===== src/hdl/mdcfq_pkg.sv =====
`timescale 1ns / 1ps
`default_nettype none
// ---------------------------------------------------------------------------
// mdcfq_pkg
// types and constants shared by the motor drive command framer queue
// ---------------------------------------------------------------------------
package mdcfq_pkg;

	// request types
	localparam logic [1:0] REQ_SEND     = 2'd0;
	localparam logic [1:0] REQ_RESPONSE = 2'd1;
	localparam logic [1:0] REQ_TIMEOUT  = 2'd2;

	// command kinds
	localparam logic [1:0] KIND_MODE  = 2'd0;
	localparam logic [1:0] KIND_SPEED = 2'd1;
	localparam logic [1:0] KIND_DIR   = 2'd2;

	// command codes placed in the frame
	localparam logic [7:0] CODE_MODE  = 8'h02;
	localparam logic [7:0] CODE_SPEED = 8'h05;
	localparam logic [7:0] CODE_DIR   = 8'h0C;

	// fixed frame bytes
	localparam logic [7:0] SYNC_BYTE = 8'hFF;
	localparam logic [7:0] CRC_BYTE  = 8'h00;
	localparam logic [7:0] END_BYTE  = 8'hFE;

	// byte positions within a frame
	localparam logic [3:0] POS_SYNC0 = 4'd0;
	localparam logic [3:0] POS_SYNC1 = 4'd1;
	localparam logic [3:0] POS_ADDR  = 4'd2;
	localparam logic [3:0] POS_CODE  = 4'd3;
	localparam logic [3:0] POS_VAL3  = 4'd4;
	localparam logic [3:0] POS_VAL2  = 4'd5;
	localparam logic [3:0] POS_VAL1  = 4'd6;
	localparam logic [3:0] POS_VAL0  = 4'd7;
	localparam logic [3:0] POS_CRC   = 4'd8;
	localparam logic [3:0] POS_END   = 4'd9;

	// configuration register indexes
	localparam logic CFG_NODE_ADDR   = 1'b0;
	localparam logic CFG_SPEED_LIMIT = 1'b1;

	localparam int CFG_W = 15;

	localparam logic [7:0]  ADDR_RESET  = 8'd0;
	localparam logic [14:0] LIMIT_RESET = 15'd25000;

	typedef struct packed {
		logic [1:0]  req_type;
		logic [1:0]  cmd_kind;
		logic [31:0] cmd_value;
	} in_item_t;

	typedef struct packed {
		logic       has_byte;
		logic [7:0] tx_byte;
		logic       last_of_run;
		logic       op_status;
		logic       busy_now;
	} out_item_t;

	// one queued frame: code byte and value
	typedef struct packed {
		logic [7:0]  code;
		logic [31:0] value;
	} entry_t;

	// work handed to the serializer
	typedef struct packed {
		logic        is_frame;
		logic [7:0]  code;
		logic [31:0] value;
		logic        op_status;
		logic        busy_now;
	} job_t;

endpackage
`default_nettype wire


===== src/hdl/mdcfq_queue_mem.sv =====
`timescale 1ns / 1ps
`default_nettype none
// ---------------------------------------------------------------------------
// mdcfq_queue_mem
// frame queue storage, one write and one registered read port
// ---------------------------------------------------------------------------
module mdcfq_queue_mem #(
	parameter int DEPTH = 8,
	parameter int PTR_W = 3
) (
	input  wire logic               clk,
	input  wire logic               wr_en,
	input  wire logic [PTR_W-1:0]   wr_addr,
	input  wire mdcfq_pkg::entry_t  wr_data,
	input  wire logic               rd_en,
	input  wire logic [PTR_W-1:0]   rd_addr,
	output mdcfq_pkg::entry_t       rd_data
);
	import mdcfq_pkg::*;

	entry_t mem_q [DEPTH];
	entry_t rd_data_q;

	always_ff @(posedge clk) begin
		if (wr_en) begin
			mem_q[wr_addr] <= wr_data;
		end
	end

	always_ff @(posedge clk) begin
		if (rd_en) begin
			rd_data_q <= mem_q[rd_addr];
		end
	end

	assign rd_data = rd_data_q;

endmodule
`default_nettype wire


===== src/hdl/mdcfq_framer.sv =====
`timescale 1ns / 1ps
`default_nettype none
// ---------------------------------------------------------------------------
// mdcfq_framer
// output register and byte serializer for frames and single status items
// ---------------------------------------------------------------------------
module mdcfq_framer (
	input  wire logic             clk,
	input  wire logic             arst_n,
	input  wire logic             job_valid,
	input  wire mdcfq_pkg::job_t  job,
	input  wire logic [7:0]       node_addr,
	output logic                  job_ready,
	output logic                  out_valid,
	input  wire logic             out_stall,
	output mdcfq_pkg::out_item_t  out_item
);
	import mdcfq_pkg::*;

	job_t       job_q;
	logic [7:0] addr_q;
	logic [3:0] pos_q;
	logic       valid_q;
	logic       last;
	logic [7:0] frame_byte;

	assign job_ready = !valid_q;
	assign last      = !job_q.is_frame || (pos_q == POS_END);

	always_ff @(posedge clk or negedge arst_n) begin
		if (!arst_n) begin
			valid_q <= 1'b0;
			pos_q   <= POS_SYNC0;
		end else if (!valid_q) begin
			if (job_valid) begin
				valid_q <= 1'b1;
				pos_q   <= POS_SYNC0;
			end
		end else if (!out_stall) begin
			if (last) begin
				valid_q <= 1'b0;
			end else begin
				pos_q <= pos_q + 4'd1;
			end
		end
	end

	// payload, loaded with each new job
	always_ff @(posedge clk) begin
		if (!valid_q && job_valid) begin
			job_q  <= job;
			addr_q <= node_addr;
		end
	end

	always_comb begin
		case (pos_q)
			POS_SYNC0: frame_byte = SYNC_BYTE;
			POS_SYNC1: frame_byte = SYNC_BYTE;
			POS_ADDR:  frame_byte = addr_q;
			POS_CODE:  frame_byte = job_q.code;
			POS_VAL3:  frame_byte = job_q.value[31:24];
			POS_VAL2:  frame_byte = job_q.value[23:16];
			POS_VAL1:  frame_byte = job_q.value[15:8];
			POS_VAL0:  frame_byte = job_q.value[7:0];
			POS_CRC:   frame_byte = CRC_BYTE;
			POS_END:   frame_byte = END_BYTE;
			default:   frame_byte = CRC_BYTE;
		endcase
	end

	assign out_valid            = valid_q;
	assign out_item.has_byte    = job_q.is_frame;
	assign out_item.tx_byte     = job_q.is_frame ? frame_byte : 8'h00;
	assign out_item.last_of_run = last;
	assign out_item.op_status   = job_q.op_status;
	assign out_item.busy_now    = job_q.busy_now;

endmodule
`default_nettype wire


===== src/hdl/motor_drive_command_framer_queue.sv =====
`timescale 1ns / 1ps
`default_nettype none
// ---------------------------------------------------------------------------
// motor_drive_command_framer_queue
// builds 10-byte motor drive command frames, queues them while the line is
// busy and sends the oldest one on a response or timeout event
// ---------------------------------------------------------------------------
//
//  channel  signals                          direction  meaning
//  in       in_valid, in_stall, in_item      to block   requests and events
//  out      out_valid, out_stall, out_item   from block frame bytes and status
//  cfg      cfg_we, cfg_index, cfg_data      to block   address and speed limit
//
// one item at a time: an item that sends a frame gives ten output items, one
// per cycle while the output is not stalled, from the serializer output
// register, and the next item is taken the cycle after the last byte leaves;
// a frame taken from the queue first passes through the registered memory read.
// reset clears the line state and queue pointers; the queue memory is not
// cleared since entries are only read after being written.
// a stall on the output holds the current byte and the input stays stalled.
//
module motor_drive_command_framer_queue #(
	parameter int QUEUE_DEPTH = 8
) (
	input  wire logic                        clk,
	input  wire logic                        arst_n,
	input  wire logic                        in_valid,
	output logic                             in_stall,
	input  wire mdcfq_pkg::in_item_t         in_item,
	output logic                             out_valid,
	input  wire logic                        out_stall,
	output mdcfq_pkg::out_item_t             out_item,
	input  wire logic                        cfg_we,
	input  wire logic                        cfg_index,
	input  wire logic [mdcfq_pkg::CFG_W-1:0] cfg_data
);
	import mdcfq_pkg::*;

	localparam int PTR_W = (QUEUE_DEPTH > 1) ? $clog2(QUEUE_DEPTH) : 1;
	localparam int CNT_W = $clog2(QUEUE_DEPTH + 1);

	// sequencer states
	localparam logic ST_IDLE = 1'b0;   // ready for an item
	localparam logic ST_READ = 1'b1;   // queue read in flight

	logic             state_q;
	logic             line_busy_q;
	logic [PTR_W-1:0] head_q;
	logic [PTR_W-1:0] tail_q;
	logic [CNT_W-1:0] count_q;
	logic [7:0]       node_addr_q;
	logic [14:0]      speed_limit_q;

	logic   accept;
	logic   job_valid;
	logic   job_ready;
	job_t   job;
	logic   push;
	logic   pop;
	logic   set_busy;
	logic   clr_busy;
	logic   queue_full;
	logic   kind_ok;
	logic [7:0]  code;
	logic [31:0] value;
	entry_t wr_entry;
	entry_t rd_entry;

	// input is taken only when the sequencer and the serializer are both free
	assign in_stall   = (state_q != ST_IDLE) || !job_ready;
	assign accept     = in_valid && !in_stall;
	assign queue_full = (count_q == CNT_W'(QUEUE_DEPTH));

	// command code lookup and speed clamp
	always_comb begin
		kind_ok = 1'b1;
		value   = in_item.cmd_value;
		case (in_item.cmd_kind)
			KIND_MODE:  code = CODE_MODE;
			KIND_SPEED: begin
				code = CODE_SPEED;
				if (in_item.cmd_value > {17'd0, speed_limit_q}) begin
					value = {17'd0, speed_limit_q};
				end
			end
			KIND_DIR:   code = CODE_DIR;
			default: begin
				code    = CRC_BYTE;
				kind_ok = 1'b0;
			end
		endcase
	end

	assign wr_entry.code  = code;
	assign wr_entry.value = value;

	// request decode: what goes to the serializer and how the queue moves
	always_comb begin
		job_valid     = 1'b0;
		job.is_frame  = 1'b0;
		job.code      = code;
		job.value     = value;
		job.op_status = 1'b0;
		job.busy_now  = line_busy_q;
		push          = 1'b0;
		pop           = 1'b0;
		set_busy      = 1'b0;
		clr_busy      = 1'b0;
		if (state_q == ST_READ) begin
			// queued frame arrives from memory
			job_valid    = 1'b1;
			job.is_frame = 1'b1;
			job.code     = rd_entry.code;
			job.value    = rd_entry.value;
			job.busy_now = 1'b1;
		end else if (accept) begin
			case (in_item.req_type)
				REQ_SEND: begin
					job_valid = 1'b1;
					if (!kind_ok) begin
						job.op_status = 1'b1;
					end else if (!line_busy_q) begin
						job.is_frame = 1'b1;
						job.busy_now = 1'b1;
						set_busy     = 1'b1;
					end else if (queue_full) begin
						job.op_status = 1'b1;
					end else begin
						push = 1'b1;
					end
				end
				REQ_RESPONSE, REQ_TIMEOUT: begin
					if (count_q == '0) begin
						job_valid    = 1'b1;
						job.busy_now = 1'b0;
						clr_busy     = 1'b1;
					end else begin
						// frame goes out once the read data is back
						pop = 1'b1;
					end
				end
				default: begin
					job_valid = 1'b1;
				end
			endcase
		end
	end

	always_ff @(posedge clk or negedge arst_n) begin
		if (!arst_n) begin
			state_q     <= ST_IDLE;
			line_busy_q <= 1'b0;
			head_q      <= '0;
			tail_q      <= '0;
			count_q     <= '0;
		end else begin
			case (state_q)
				ST_IDLE: if (pop) state_q <= ST_READ;
				ST_READ: state_q <= ST_IDLE;
				default: state_q <= ST_IDLE;
			endcase
			if (set_busy) begin
				line_busy_q <= 1'b1;
			end else if (clr_busy) begin
				line_busy_q <= 1'b0;
			end
			if (push) begin
				tail_q  <= (tail_q == PTR_W'(QUEUE_DEPTH - 1)) ? '0 : tail_q + 1'b1;
				count_q <= count_q + 1'b1;
			end
			if (pop) begin
				head_q  <= (head_q == PTR_W'(QUEUE_DEPTH - 1)) ? '0 : head_q + 1'b1;
				count_q <= count_q - 1'b1;
			end
		end
	end

	// configuration registers
	always_ff @(posedge clk or negedge arst_n) begin
		if (!arst_n) begin
			node_addr_q   <= ADDR_RESET;
			speed_limit_q <= LIMIT_RESET;
		end else if (cfg_we) begin
			case (cfg_index)
				CFG_NODE_ADDR:   node_addr_q   <= cfg_data[7:0];
				CFG_SPEED_LIMIT: speed_limit_q <= cfg_data[14:0];
				default:         speed_limit_q <= speed_limit_q;
			endcase
		end
	end

	mdcfq_queue_mem #(
		.DEPTH(QUEUE_DEPTH),
		.PTR_W(PTR_W)
	) u_queue_mem (
		.clk    (clk),
		.wr_en  (push),
		.wr_addr(tail_q),
		.wr_data(wr_entry),
		.rd_en  (pop),
		.rd_addr(head_q),
		.rd_data(rd_entry)
	);

	mdcfq_framer u_framer (
		.clk      (clk),
		.arst_n   (arst_n),
		.job_valid(job_valid),
		.job      (job),
		.node_addr(node_addr_q),
		.job_ready(job_ready),
		.out_valid(out_valid),
		.out_stall(out_stall),
		.out_item (out_item)
	);

`ifndef SYNTHESIS
	// queue occupancy never passes its depth
	a_count_bound: assert property (@(posedge clk) disable iff (!arst_n)
		count_q <= CNT_W'(QUEUE_DEPTH))
		else $error("queue count above depth");

	// frames wait in the queue only while the line is busy
	a_queue_busy: assert property (@(posedge clk) disable iff (!arst_n)
		(count_q != '0) |-> line_busy_q)
		else $error("queued frames with idle line");

	// serializer must be free when the queued frame comes back from memory
	a_read_ready: assert property (@(posedge clk) disable iff (!arst_n)
		(state_q == ST_READ) |-> job_ready)
		else $error("queue read returned while serializer busy");

	// a dequeue always lands in the read state next cycle
	a_pop_read: assert property (@(posedge clk) disable iff (!arst_n)
		pop |=> (state_q == ST_READ))
		else $error("dequeue without read state");
`endif

endmodule
`default_nettype wire


===== config.mk =====
export PLATFORM = sky130hd
export DESIGN_NAME = motor_drive_command_framer_queue
export DESIGN_NICKNAME = d
export VERILOG_FILES = /design/src/hdl/mdcfq_pkg.sv /design/src/hdl/mdcfq_queue_mem.sv /design/src/hdl/mdcfq_framer.sv /design/src/hdl/motor_drive_command_framer_queue.sv
export SDC_FILE = /design/constraint.sdc
export NUM_CORES = 1
export LEC_CHECK = 0
export BUFFER_PORTS_ARGS = -buffer_cell sky130_fd_sc_hd__clkbuf_2
export CAP_MARGIN = 15
export CORE_MARGIN = 8
export CORE_UTILIZATION = 50
export DETAILED_ROUTE_END_ITERATION = 8
export MAX_ROUTING_LAYER = met4
export PLACE_DENSITY = 0.66
export SYNTH_ARGS = -nofsm -noshare
export SYNTH_HDL_FRONTEND = slang
export SYNTH_SLANG_ARGS = --single-unit

===== constraint.sdc =====
create_clock -name clk -period 7.7 [get_ports clk]
set_input_delay 0.385 -clock clk [delete_from_list [all_inputs] [get_ports clk]]
set_output_delay 0.385 -clock clk [all_outputs]
set_load 0.01 [all_outputs]

Word level (Yosys, flattened, before mapping). Memory sizes are Yosys's and may differ from the RTL's. A register that Yosys moved wholly into a read port is not among the register bits. Cells that the tools add are included.

Output and inout bits: 14. Input port bits: 57. Bits in writable memories: 288. Bits in registers: 99. Memories: 1.

Memory list: u_queue_mem.mem_q (depth 8, width 36, read ports 1, clocked after memory_dff 1, wr ports 1, RTL line mdcfq_queue_mem.sv:21) `entry_t mem_q [DEPTH];`.

Bitwise operators: 4. $add $sub $neg: 5. Magnitude comparators: 1. Reductions and logical operators: 21. Eq/ne operators: 17. Muxes and demuxes: 54.

Operators with widths (number): $mux W32 (2); $pmux W8 S8 (1); $mux W40 (1); $mux W1 (38); $gt A32 B15 Y1 (1); $mux W4 (6); $eq A4 B3 Y1 const B (4); $pmux W4 S3 (1); $add A4 B1 Y4 const B (2); $eq A4 B2 Y1 const B (2); $eq A4 B4 Y1 const B (2); $logic_not A4 Y1 (2); $mux W8 (1); $add A3 B1 Y3 const B (2); $eq A3 B3 Y1 const B (2); $mux W3 (2); $reduce_bool A2 Y1 (3); $reduce_or A3 Y1 (2); $eq A2 B1 Y1 const B (2); $eq A2 B2 Y1 const B (2); $eq A4 B1 Y1 const B (1); $logic_not A2 Y1 (2); $ne A2 B2 Y1 const B (2); $not A1 Y1 (4); 8 further kinds (15).

Longest topological paths before layout. Gate-level depths: netlist (run 1).

Depth in word-level cells: 9. Gate-level depth with buffers: 11. Depth with buffers taken out: 11.

Hierarchy. From an unflattened synthesis (run 1), not the netlist that was laid out.

Cells, all modules: 1074. Area total of the unflattened synthesis: 19503.7 µm².

Modules (own cells, without submodules): mdcfq_queue_mem (area an instance 13571.8 µm², cells each 515, instances 1); motor_drive_command_framer_queue (area an instance 3514.6 µm², cells each 406, instances 1); mdcfq_framer (area an instance 2417.3 µm², cells each 153, instances 1).

Least setup slack after synthesis (run 1). No wires, ideal clock.

Path kind: flip-flop to flip-flop. Start: register u_framer.valid_q, in the netlist u_framer.out_valid. End: memory u_queue_mem.mem_q[0][0] in the netlist's numbering, enable pin. Data arrival time: 4.075 ns. Setup time: 0.474 ns. Data required time: 7.226 ns. Clock period less this slack: 4.549 ns. Slack: 3.151 ns. Stages on the path, launching flop included: 6. Cells stage by stage: dfrtp_1 clkbuf_1 nor3b_1 nand4b_1 or2_2 nor3_1.

Cells in the longest elaborated chain, start to end: 7.

Ends and longest elaborated chain: start: declaration (RTL line mdcfq_framer.sv:23) `logic valid_q;`; start signal: assignment (RTL line mdcfq_framer.sv:32) `valid_q <= 1'b0;`; start signal: assignment (RTL line mdcfq_framer.sv:36) `valid_q <= 1'b1;`; start signal: assignment (RTL line mdcfq_framer.sv:41) `valid_q <= 1'b0;`; $logic_or A1 B1 Y1 (RTL line motor_drive_command_framer_queue.sv:70) `assign in_stall = (state_q != ST_IDLE) || !job_ready;`; $logic_not A1 Y1 (RTL line motor_drive_command_framer_queue.sv:71) `assign accept = in_valid && !in_stall;`; $logic_and A1 B1 Y1 (RTL line motor_drive_command_framer_queue.sv:71); $mux W1 (RTL line motor_drive_command_framer_queue.sv:116) `end else if (accept) begin`; $mux W1 (RTL line motor_drive_command_framer_queue.sv:109) `if (state_q == ST_READ) begin`; $mux W1 (RTL line mdcfq_queue_mem.sv:25) `if (wr_en) begin`; $mux W1 (implied by the code) (RTL line mdcfq_queue_mem.sv:26) `mem_q[wr_addr] <= wr_data;`; end: declaration (RTL line mdcfq_queue_mem.sv:21).

Every way passes these cells.

==> reports/qor.txt, run 1 <==
NetSw = 1.748 mW
Sequential Power Share = 0.469
Sink Count = 411
Unique masters post-synth = 67
Ys flop type = edfxtp_1
DR iter-0 viols = 809
Synth cell count leaders = 371 x edfxtp_1, 72 x mux4_2, 64 x mux2_2
Pint = 4.510 mW
Total Nets Final = 1181
GP Congestion = 0.8352
RSZ-0062 raised after global routing = false
Worst path required time = 7960 ps
Initial antenna violation count = 0
Starting Density = 0.5083
Share of cells above drive strength 1 = 0.2853
Fmax = 0.2863 GHz
CP endpoint kind = flop
Post-synth top area cell = edfxtp_1
Min-delay src = cfg_data[11]
Worst slew pin tran = 1022 ps
Vias per cell = 6.077
Final setup fails = 0
Core Area = 34540 um^2
Status = finished clean
Via count = 9601
WS Path Type = reg -> reg
Period utilisation layout = 0.4535
Port buffer count = 70
Routed WL = 39.64 mm
Mapped Area = 17560 um^2
Total track usage = 0.1967
Register bit total from synthesis = 411
CP startpoint kind = flop
Combinational share of power = 0.221
Mean Syn Cell Area = 17.21 um^2
Vias in the first global route = 9657
Final Power = 6.258 mW
Reg2Reg Setup Slack = 4210 ps
Final TNS setup = 0 ps
R2r endpoint = u_queue_mem.mem_q[2][0]$_DFFE_PP_
Switching Share = 0.2793
Die area = 41370 um^2
Min Tclk post-route = 3492 ps
Max-cap viol count = 0
Final ANT Viol Nets = 0
Detailed-route DRC error count = 0
DP HPWL = 23.23 mm
CTS tree = done
Clock tree buffer depth = 3
Most frequent cell after synthesis = edfxtp_1
GRT Residual Overflow = 0
Clock Tree Root = clkbuf_16
Hold Vio Cnt, Final = 0
Fin Clk Skew = 13.96 ps
Worst Hold Class = in -> reg
Wire per inst = 25.09 um
Async set or reset register ratio after synthesis = 0.09732
Worst slew margin = 0.3176
Row count = 68
Warnings, synthesis = 0
Static leakage power = 6.715 nW
Die Span Y = 203.4 um
Hold endpoint = speed_limit_q[11]$_DFFE_PN0P_
Synth area leaders = edfxtp_1 63%, mux4_2 9.2%, dfrtp_1 4.8%
Post-Syn Instances = 1020
Largest net degree at the start of global routing = 90
Antenna Cells = 0
Yosys top cell area share = 0.6345
Cell depth of the worst flop-to-flop path = 8
First-pass GRT wire length = 59.93 mm
TritonCTS Buffers = 42
Pwr Density = 316.9 nW/um^2
# IOs = 71
Sequential-to-total area share from yosys stat = 0.6919
Syn-to-layout area delta = 12.48%
Worst Path Arrival = 3750 ps
Clock power frac = 0.310
Detailed Routing Iterations Pass 1 = 5
EDFF count, synth = 371
Clock-pin slew on the worst setup and hold paths = 70 ps
FF-to-FF Start = speed_limit_q[13]$_DFFE_PN1P_
H-tree lvl count = 2
Crit-path max FO = 47
Post-Syn Nets = 1109
Worst IR drop on VDD = 0.2015 mV
Die Wd = 203.4 um
Slew Limit Fails = 0
Clk_lat worst skew = 540 ps
Hold path depth = 2
-- registers in the layout, summed over array words and instances, names as in the netlist --
name / count
u_queue_mem.mem_q: 288
tail_q: 3
u_framer.out_item: 3
line_busy_q: 1
node_addr_q: 8
speed_limit_q: 15
u_framer.job_q: 36
head_q: 3
count_q: 4
u_framer.pos_q: 4
u_framer.addr_q: 8
state_q: 1
u_framer.out_valid: 1
u_queue_mem.rd_data: 36
-- routing by layer --
metal / vias up / global-route usage / share of wire
met5: - / - / 0
met4: 0 / 0.06371 / 0.029
met3: 71 / 0.03253 / 0.062
met2: 330 / 0.3069 / 0.48
met1: 4975 / 0.2631 / 0.43
li1: 4225 / - / -
-- cell type report --
| type | count | area, um^2 |
|---|---|---|
| Clock buffer | 50 | 1081 |
| Sequential cell | 411 | 12160 |
| Tap cell | 455 | 569.3 |
| Multi-Input combinational cell | 515 | 5092 |
| Timing Repair Buffer | 89 | 495.5 |
| Clock inverter | 27 | 231.5 |
| Fill cell | 2685 | 14790 |
| Inverter | 33 | 123.9 |
-- through the flow --
step	setup slack [ps]	instance area [um^2]	hold slack [ps]	utilization	std cells
global placement	4302	18430	424.6	0.5335	1502
global route	4048	19750	85.61	0.5718	1580
floorplan	3151	17560	89.41	-	1020
detailed placement	4223	18430	427.5	0.5335	1502
CTS	4240	19750	86.09	0.5718	1580
finish	4208	19750	92.08	0.5718	1580
-- cells by family (layout without fill, tap and decap cells) --
kind of cell / after synthesis / in the layout / synth area share
DFF: 411 / 411 / 0.6919
muxes: 154 / 154 / 0.1457
adders and majority gates: 32 / 32 / 0.02323
and+or+nand+nor: 192 / 192 / 0.06072
xor gates and xnor gates: 4 / 4 / 0.001996
AOI/OAI and AO/OA: 133 / 133 / 0.05430
buffers and inverters: 94 / 199 / 0.02209
-- worst max-delay path, stage by stage, from the launching register on --
cell	delay [ps]
dfstp_2	540
inv_1	50
ha_1	320
a21o_1	190
a211o_1	340
a211oi_4	610
a31oi_4	190
buf_4	350
mux2i_1	550
-- power groups by stage --
stage	combinational, mW	sequential, mW	clock (mW)
floorplan	1.16	2.80	0
global placement	1.37	2.98	0
detailed placement	1.39	2.99	0
CTS	1.40	2.94	1.98
global route	1.50	2.97	2.06
finish	1.38	2.94	1.94
-- layout by cell type, fill, tap and decap left out, drive strengths merged, types with 16 or more instances in the layout --
| cell type | count |
|---|---|
| edfxtp | 371 |
| clkbuf | 120 |
| mux2 | 78 |
| mux4 | 72 |
| nand2 | 39 |
| inv | 37 |
| nor2b | 35 |
| dfrtp | 34 |
| ha | 31 |
| o21ai | 29 |
| nor2 | 27 |
| nand2b | 24 |
| a22oi | 22 |
| nand4 | 22 |
| nand3 | 18 |
| buf | 18 |
| clkinv | 18 |
| o31ai | 16 |
-- what timing repair did --
item,CTS,global route
buffers inserted,0,0
endpoints found under the hold margin,34,0
gates resized for setup,0,0
hold buffers,1,0
-- how the worst max path moves through the flow --
stage	startpoint	to	slack, ps	cells past startpoint
4_1_cts	speed_limit_q[13]$_DFFE_PN1P_	u_queue_mem.mem_q[1][0]$_DFFE_PP_	4240	8
2_1_floorplan	u_framer.out_valid$_DFF_PN0_	u_queue_mem.mem_q[0][0]$_DFFE_PP_	3150	5
6_report	speed_limit_q[13]$_DFFE_PN1P_	u_queue_mem.mem_q[2][0]$_DFFE_PP_	4210	8
5_1_grt	speed_limit_q[13]$_DFFE_PN1P_	u_queue_mem.mem_q[1][0]$_DFFE_PP_	4050	8
3_3_place_gp	in_item[28]	u_queue_mem.mem_q[2][27]$_DFFE_PP_	4300	7
3_5_place_dp	in_item[28]	u_queue_mem.mem_q[6][0]$_DFFE_PP_	4220	7
No activity file was read; power rests on OpenSTA's default activity.
==> run 2, diff against run 1 <==
- PLACE_DENSITY: 0.66 -> 0.68
- clock period: 7.7 -> 2.9 ns (I/O delays scaled with it)
==> run 2 against run 1 <==
Die area unchanged. Worst setup slack worse by 4100 ps. Count of clock-buffer cells in the layout up 12. Maximum frequency up 24%. Wire length up 2.7%. Combinational power rose to 2.9 times the previous value. Design area up 3.5%. Via count up 1.5%. Sequential cell count unchanged. Non-clock buffer count up 42. Largest power group unchanged.
==> reports/qor.txt, run 2 (synthesis gave the netlist of run 1 again) <==
Status = finished clean
Fmax = 0.3556 GHz (+24%)
Critical Path End = u_queue_mem.mem_q[3][20]$_DFFE_PP_
Sink Count = 411 (unchanged)
Top reg by flops = u_queue_mem.mem_q
Wire per inst = 25.09 um (about the same)
Starting Density = 0.5083 (unchanged)
Detailed Routing Iterations Pass 1 = 5 (unchanged)
Worst Path Arrival = 3110 ps (-640 ps)
TritonCTS Buffers = 44 (+4.8%)
H-tree lvl count = 2 (unchanged)
Worst IR drop on VDD = 0.5376 mV (+170%)
Share of cells above drive strength 1 = 0.3022 (+0.01689)
Pre-CTS WS = 58.54 ps (-4164 ps)
GP Congestion = 0.8623 (+3.2%)
CP endpoint kind = flop
Row count = 68 (unchanged)
Antenna Cells = 0 (unchanged)
Cell depth of the worst flop-to-flop path = 9 (+1)
Final cell count without fillers = 1623 (+2.7%)
GRT Residual Overflow = 0 (unchanged)
Slew Limit Fails = 0 (unchanged)
Most frequent cells in the layout = 371 x edfxtp_1, 72 x mux4_2, 70 x clkbuf_2
Finished Core Util = 0.5919 (+0.02010)
Min Tclk post-route = 2812 ps (-680.5 ps)
Critical path launch point = speed_limit_q[13]$_DFFE_PN1P_
Largest net degree at the start of global routing = 86 (-4.4%)
Core Area = 34540 um^2 (unchanged)
# IOs = 71 (unchanged)
Commonest non-fill, non-tap cell in the layout = edfxtp_1
Total track usage = 0.2042 (+0.007539)
R2r endpoint = u_queue_mem.mem_q[3][20]$_DFFE_PP_
Clock Tree Root = clkbuf_16
Pwr Density = 834.4 nW/um^2 (+160%)
Worst slew margin = 0.4170 (+0.09942)
Initial antenna violation count = 0 (unchanged)
Hold Vio Cnt, Final = 0 (unchanged)
DP HPWL = 23.90 mm (+2.9%)
Routed WL = 40.72 mm (+2.7%)
Static leakage power = 6.990 nW (+4.1%)
First-pass GRT wire length = 61.76 mm (+3.0%)
Worst Hold Class = in -> reg
RSZ-0062 raised after global routing = true
Period utilisation layout = 0.9696 (+0.5160)
Setup ws final = 88.24 ps (-4120 ps)
Placed Instances = 1518 (+1.1%)
Fin Clk Skew = 17.36 ps (+3.396 ps)
FF-to-FF Start = speed_limit_q[13]$_DFFE_PN1P_
CTS tree = done
Number of flip-flops in the largest register = 288 (unchanged)
Vias per cell = 6.006 (-1.2%)
Vias in the first global route = 10080 (+4.4%)
Reg2Reg Setup Slack = 90 ps (-4120 ps)
Syn-to-layout area delta = 16.44%
Via count = 9748 (+1.5%)
Max-cap viol count = 0 (unchanged)
Clock-pin slew on the worst setup and hold paths = 60 ps (about the same)
DR iter-0 viols = 904 (+12%)
Final setup fails = 0 (unchanged)
Final TNS setup = 0 ps (unchanged)
WS Path Type = reg -> reg
Crit-path max FO = 8 (-83%)
Die Span Y = 203.4 um (unchanged)
Final ANT Viol Nets = 0 (unchanged)
Worst hold slack = 14.87 ps (-77.21 ps)
Die area = 41370 um^2 (unchanged)
Detailed-route DRC error count = 0 (unchanged)
Clk_lat worst skew = 560 ps (+20 ps)
Worst slew pin tran = 872.4 ps (-149.1 ps)
Worst path required time = 3200 ps (-4760 ps)
Clock tree buffer depth = 3 (unchanged)
CP startpoint kind = flop
Die Wd = 203.4 um (unchanged)
Total Nets Final = 1225 (+3.7%)
Port buffer count = 70 (unchanged)
Setup bufs post-CTS = 0 (unchanged)
[run 2: changes by cell type in the layout (fill, tap and decap cells not counted), moves of 3 or more]
cell	delta
clkbuf_1	+6
clkbuf_16	+3
dlygate4sd3_1	+25
clkinv_1	-6
nor2b_1	-11
nor2b_2	+11
buf_12	+15
clkbuf_8	+3
[run 2: stage by stage]
stage               area, um^2  power, mW
finish                   20440      17.06
global route             20440      17.79
CTS                      20400      17.18
detailed placement       18750      11.75
global placement         18750      11.69
floorplan                17590      10.53
[run 2: metal layers]
metal | vias up | global-route usage | share of wire
met3 | 85 | 0.04522 | 0.077
met5 | - | - | 0
met4 | 0 | 0.07666 | 0.031
met1 | 4997 | 0.2636 | 0.42
li1 | 4294 | - | -
met2 | 372 | 0.3161 | 0.48
[run 2: worst min-delay path by stage]
stage                                               to  cells past startpoint   startpoint
floorplan                       count_q[0]$_DFFE_PN0P_                      0       arst_n
global placement                count_q[1]$_DFFE_PN0P_                      1       arst_n
detailed placement              count_q[0]$_DFFE_PN0P_                      1       arst_n
CTS                       u_framer.job_q[30]$_DFFE_PP_                      3  in_item[28]
global route        u_queue_mem.mem_q[4][12]$_DFFE_PP_                      2  in_item[12]
finish                    u_framer.job_q[28]$_DFFE_PP_                      3  in_item[26]
[run 2: final cells by class]
class                      instances  area [um^2]
clock buffer                      62         1220
clock inverter                    16        162.7
fill                            2594        14100
inverter                          33        125.1
multi-input combinational        515         5146
sequential                       411        12160
tap                              455        569.3
timing repair buffer             131         1065
[run 2: power breakdown]
group          internal [mW]  switching [mW]  leakage (nW)
sequential              7.16           0.495          3.84
combinational           2.03            1.99          2.48
clock                   3.20            2.20         0.668
total                   12.4            4.68          6.99
[run 2: worst max-delay path, stage by stage (launching register included)]
cell      delay, ps
dfstp_2         540
inv_1            50
ha_1            320
a21o_1          200
a211o_1         340
a211oi_4        220
a31oi_4         160
buf_12          170
buf_4           180
nor2b_1         370
[run 2: repair_timing]
action / in CTS / in global routing
endpoints found under the hold margin: 81 / 0
gates resized for setup: 0 / 13
hold buffers: 26 / 0
setup endpoints to repair: 0 / 144
==> run 3, diff against run 2 <==
--- a/config.mk
+++ b/config.mk
@@ -13,4 +13,5 @@
 export MAX_ROUTING_LAYER = met4
 export PLACE_DENSITY = 0.68
+export SKIP_LAST_GASP = 1
 export SYNTH_ARGS = -nofsm -noshare
 export SYNTH_HDL_FRONTEND = slang
==> constraint.sdc (replaced) <==
create_clock -name clk -period 2.9 [get_ports clk]
set_input_delay 0.58 -clock clk [delete_from_list [all_inputs] [get_ports clk]]
set_output_delay 0.58 -clock clk [all_outputs]
set_load 0.01 [all_outputs]
==> run 3 against run 2 <==
The run now ends with negative setup slack left. Clock skew is 2.1 ps lower. Design area is 0.48% higher. Core utilization is 0.28 points higher. Sequential cell count stayed put. Via count is 0.37% lower. Sequential share of layout area is 0.28 points lower. Critical endpoint is now u_queue_mem.mem_q[6][25]$_DFFE_PP_. Total power is 0.23% higher. Worst setup slack worse by 100 ps. Die area stayed put. Register-to-register slack worse by 100 ps. Highest routed layer unchanged. First-iteration DRC count is 1.3% lower. Cell count is 0.62% higher.
==> reports/qor.txt, run 3 (synthesis gave the netlist of run 1 again) <==
Status = finished, violations left
Failing checks = negative setup slack
Syn-to-layout area delta = 17.00%
CTS tree = done
Initial antenna violation count = 0 (unchanged)
Detailed Routing Iterations Pass 1 = 9 (+4)
Worst Hold Class = in -> async
NetSw = 4.720 mW (+0.84%)
Most frequent cells in the layout = 371 x edfxtp_1, 72 x mux4_2, 70 x clkbuf_2
Vias per cell = 5.947 (-0.98%)
FF-to-FF Start = speed_limit_q[13]$_DFFE_PN1P_
Clock-pin slew on the worst setup and hold paths = 60 ps (about the same)
Largest net degree at the start of global routing = 87 (+1.2%)
Max-cap viol count = 0 (unchanged)
Cell area after layout = 20540 um^2 (+0.48%)
Period utilisation layout = 1.005 (+0.03508)
# IOs = 71 (unchanged)
Total track usage = 0.2007 (-0.003502)
Fin Clk Skew = 15.27 ps (-2.086 ps)
Fmax = 0.3432 GHz (-3.5%)
Share of cells above drive strength 1 = 0.3311 (+0.02884)
Worst Path Arrival = 3190 ps (+80 ps)
TritonCTS Buffers = 42 (-4.5%)
Top reg by flops = u_queue_mem.mem_q
Slew Limit Fails = 0 (unchanged)
Placed Instance Area = 19100 um^2 (+1.9%)
Commonest non-fill, non-tap cell in the layout = edfxtp_1
Worst-path cell chain = inv_1 -> ha_1 -> a21o_1 -> a211o_1 -> a211oi_4 -> a31oi_4 -> buf_12 -> buf_12 -> nor2b_1
CTS Hold Bufs = 0 (-100%)
H-tree lvl count = 2 (unchanged)
Core Area = 34540 um^2 (unchanged)
Final setup fails = 16 (+16)
Pwr Density = 832.4 nW/um^2 (-0.25%)
Fillers = 2589 (-0.19%)
Worst path required time = 3170 ps (-30 ps)
GRT Residual Overflow = 0 (unchanged)
DP HPWL = 25.47 mm (+6.6%)
Sequential Power Share = 0.451 (+0.002)
Final ANT Viol Nets = 0 (unchanged)
CP endpoint kind = flop
Setup ws final = -13.50 ps (-101.7 ps)
Critical path launch point = speed_limit_q[13]$_DFFE_PN1P_
Min Tclk post-route = 2914 ps (+101.7 ps)
Static leakage power = 7.065 nW (+1.1%)
Placed Instances = 1552 (+2.2%)
Starting Density = 0.5083 (unchanged)
First-pass GRT wire length = 61.13 mm (-1.0%)
Total Nets Final = 1233 (+0.65%)
GP Congestion = 0.9212 (+6.8%)
Pint = 12.38 mW (about the same)
RSZ-0062 raised after global routing = true
Final Power = 17.10 mW (+0.23%)
Clock power frac = 0.307 (-0.009)
Switching Share = 0.2760 (+0.001683)
Sink Count = 411 (unchanged)
Die Wd = 203.4 um (unchanged)
Via count = 9712 (-0.37%)
Cell depth of the worst flop-to-flop path = 9 (unchanged)
Worst IR drop on VDD = 0.5927 mV (+10%)
WS Path Type = reg -> reg
Number of flip-flops in the largest register = 288 (unchanged)
Worst slew margin = 0.4128 (-0.004213)
Clk_lat worst skew = 540 ps (-20 ps)
Clock tree buffer depth = 3 (unchanged)
Antenna Cells = 0 (unchanged)
Die Span Y = 203.4 um (unchanged)
Hold Vio Cnt, Final = 0 (unchanged)
Final cell count without fillers = 1633 (+0.62%)
Clock Tree Root = clkbuf_16
Wire per inst = 24.70 um (-1.6%)
CP startpoint kind = flop
Port buffer count = 70 (unchanged)
Most frequent CP cell = buf_12
Combinational share of power = 0.242 (+0.007)
Detailed-route DRC error count = 0 (unchanged)
DR iter-0 viols = 892 (-1.3%)
Routed WL = 40.33 mm (-0.96%)
Vias in the first global route = 10030 (-0.49%)
Worst path max stage delay = 540 ps (about the same)
Crit-path max FO = 21 (+13)
Die area = 41370 um^2 (unchanged)
Worst slew pin tran = 880.9 ps (+8.432 ps)
Row count = 68 (unchanged)
Slowest cell on crit path = dfstp_2
-- run 3: worst max-delay path, delay by kind of cell (launching register included) --
| family | cells | cell delay [ps] |
|---|---|---|
| AO/OA/AOI/OAI | 4 | 950 |
| flip-flops | 1 | 540 |
| buffers and inverters | 3 | 390 |
| adder cells (fa/ha/maj) | 1 | 330 |
| AND/OR/NAND/NOR | 1 | 420 |
-- run 3: layout make-up --
type                    count  area, um^2  share of cell area
well taps                 455       569.3             0.02771
clock buffers              52        1130             0.05500
repair buffers            141        1159             0.05640
clock inverters            26       221.5             0.01078
inverters                  33       128.9            0.006274
flip-flops and latches    411       12160              0.5918
multi-input cells         515        5176              0.2520
-- run 3: what timing repair did --
item / 4_1_cts / 5_1_grt
setup endpoints to repair: 8 / 177
gates resized for setup: 4 / 14
setup buffers: 2 / 0
-- run 3: per-stage QoR --
step	util	hold slack, ps	TNS, ps	setup slack (ps)
3_5_place_dp	0.5530	429.1	-4968	-76.49
5_1_grt	0.5947	148.9	-7930	-121.5
2_1_floorplan	-	284.4	-54800	-507.4
4_1_cts	0.5929	140.3	0	2.452
6_report	0.5947	115.8	-140.6	-13.50
3_3_place_gp	0.5530	426.2	0	37.42
-- run 3: path summary, 6_finish.rpt --
| path | endpoint | slack, ps |
|---|---|---|
| max in group asynchronous | head_q[0]$_DFFE_PN0P_ | 2340 |
| worst min-delay path | count_q[1]$_DFFE_PN0P_ | 120 |
| worst max-delay path | u_queue_mem.mem_q[6][25]$_DFFE_PP_ | -10 |
| worst max register to register | u_queue_mem.mem_q[6][25]$_DFFE_PP_ | -10 |
| min in group clk | speed_limit_q[11]$_DFFE_PN0P_ | 270 |
| worst min register to register | u_framer.addr_q[7]$_DFFE_PP_ | 450 |
-- run 3: per-layer routing --
metal	routed length, um	share of wire	up-vias	GRT usage
li1	-	-	4322	-
met5	0	0	-	-
met4	1023	0.025	0	0.05905
met2	19610	0.49	374	0.3187
met3	2923	0.072	62	0.04475
met1	16780	0.42	4954	0.2585
-- run 3: power groups by stage --
| stage | logic (mW) | clock network [mW] | registers, mW |
|---|---|---|---|
| floorplan | 3.11 | 0 | 7.42 |
| global placement | 4.00 | 0 | 7.82 |
| detailed placement | 4.06 | 0 | 7.83 |
| CTS | 4.12 | 5.34 | 7.71 |
| global route | 4.51 | 5.56 | 7.78 |
| finish | 4.14 | 5.24 | 7.71 |
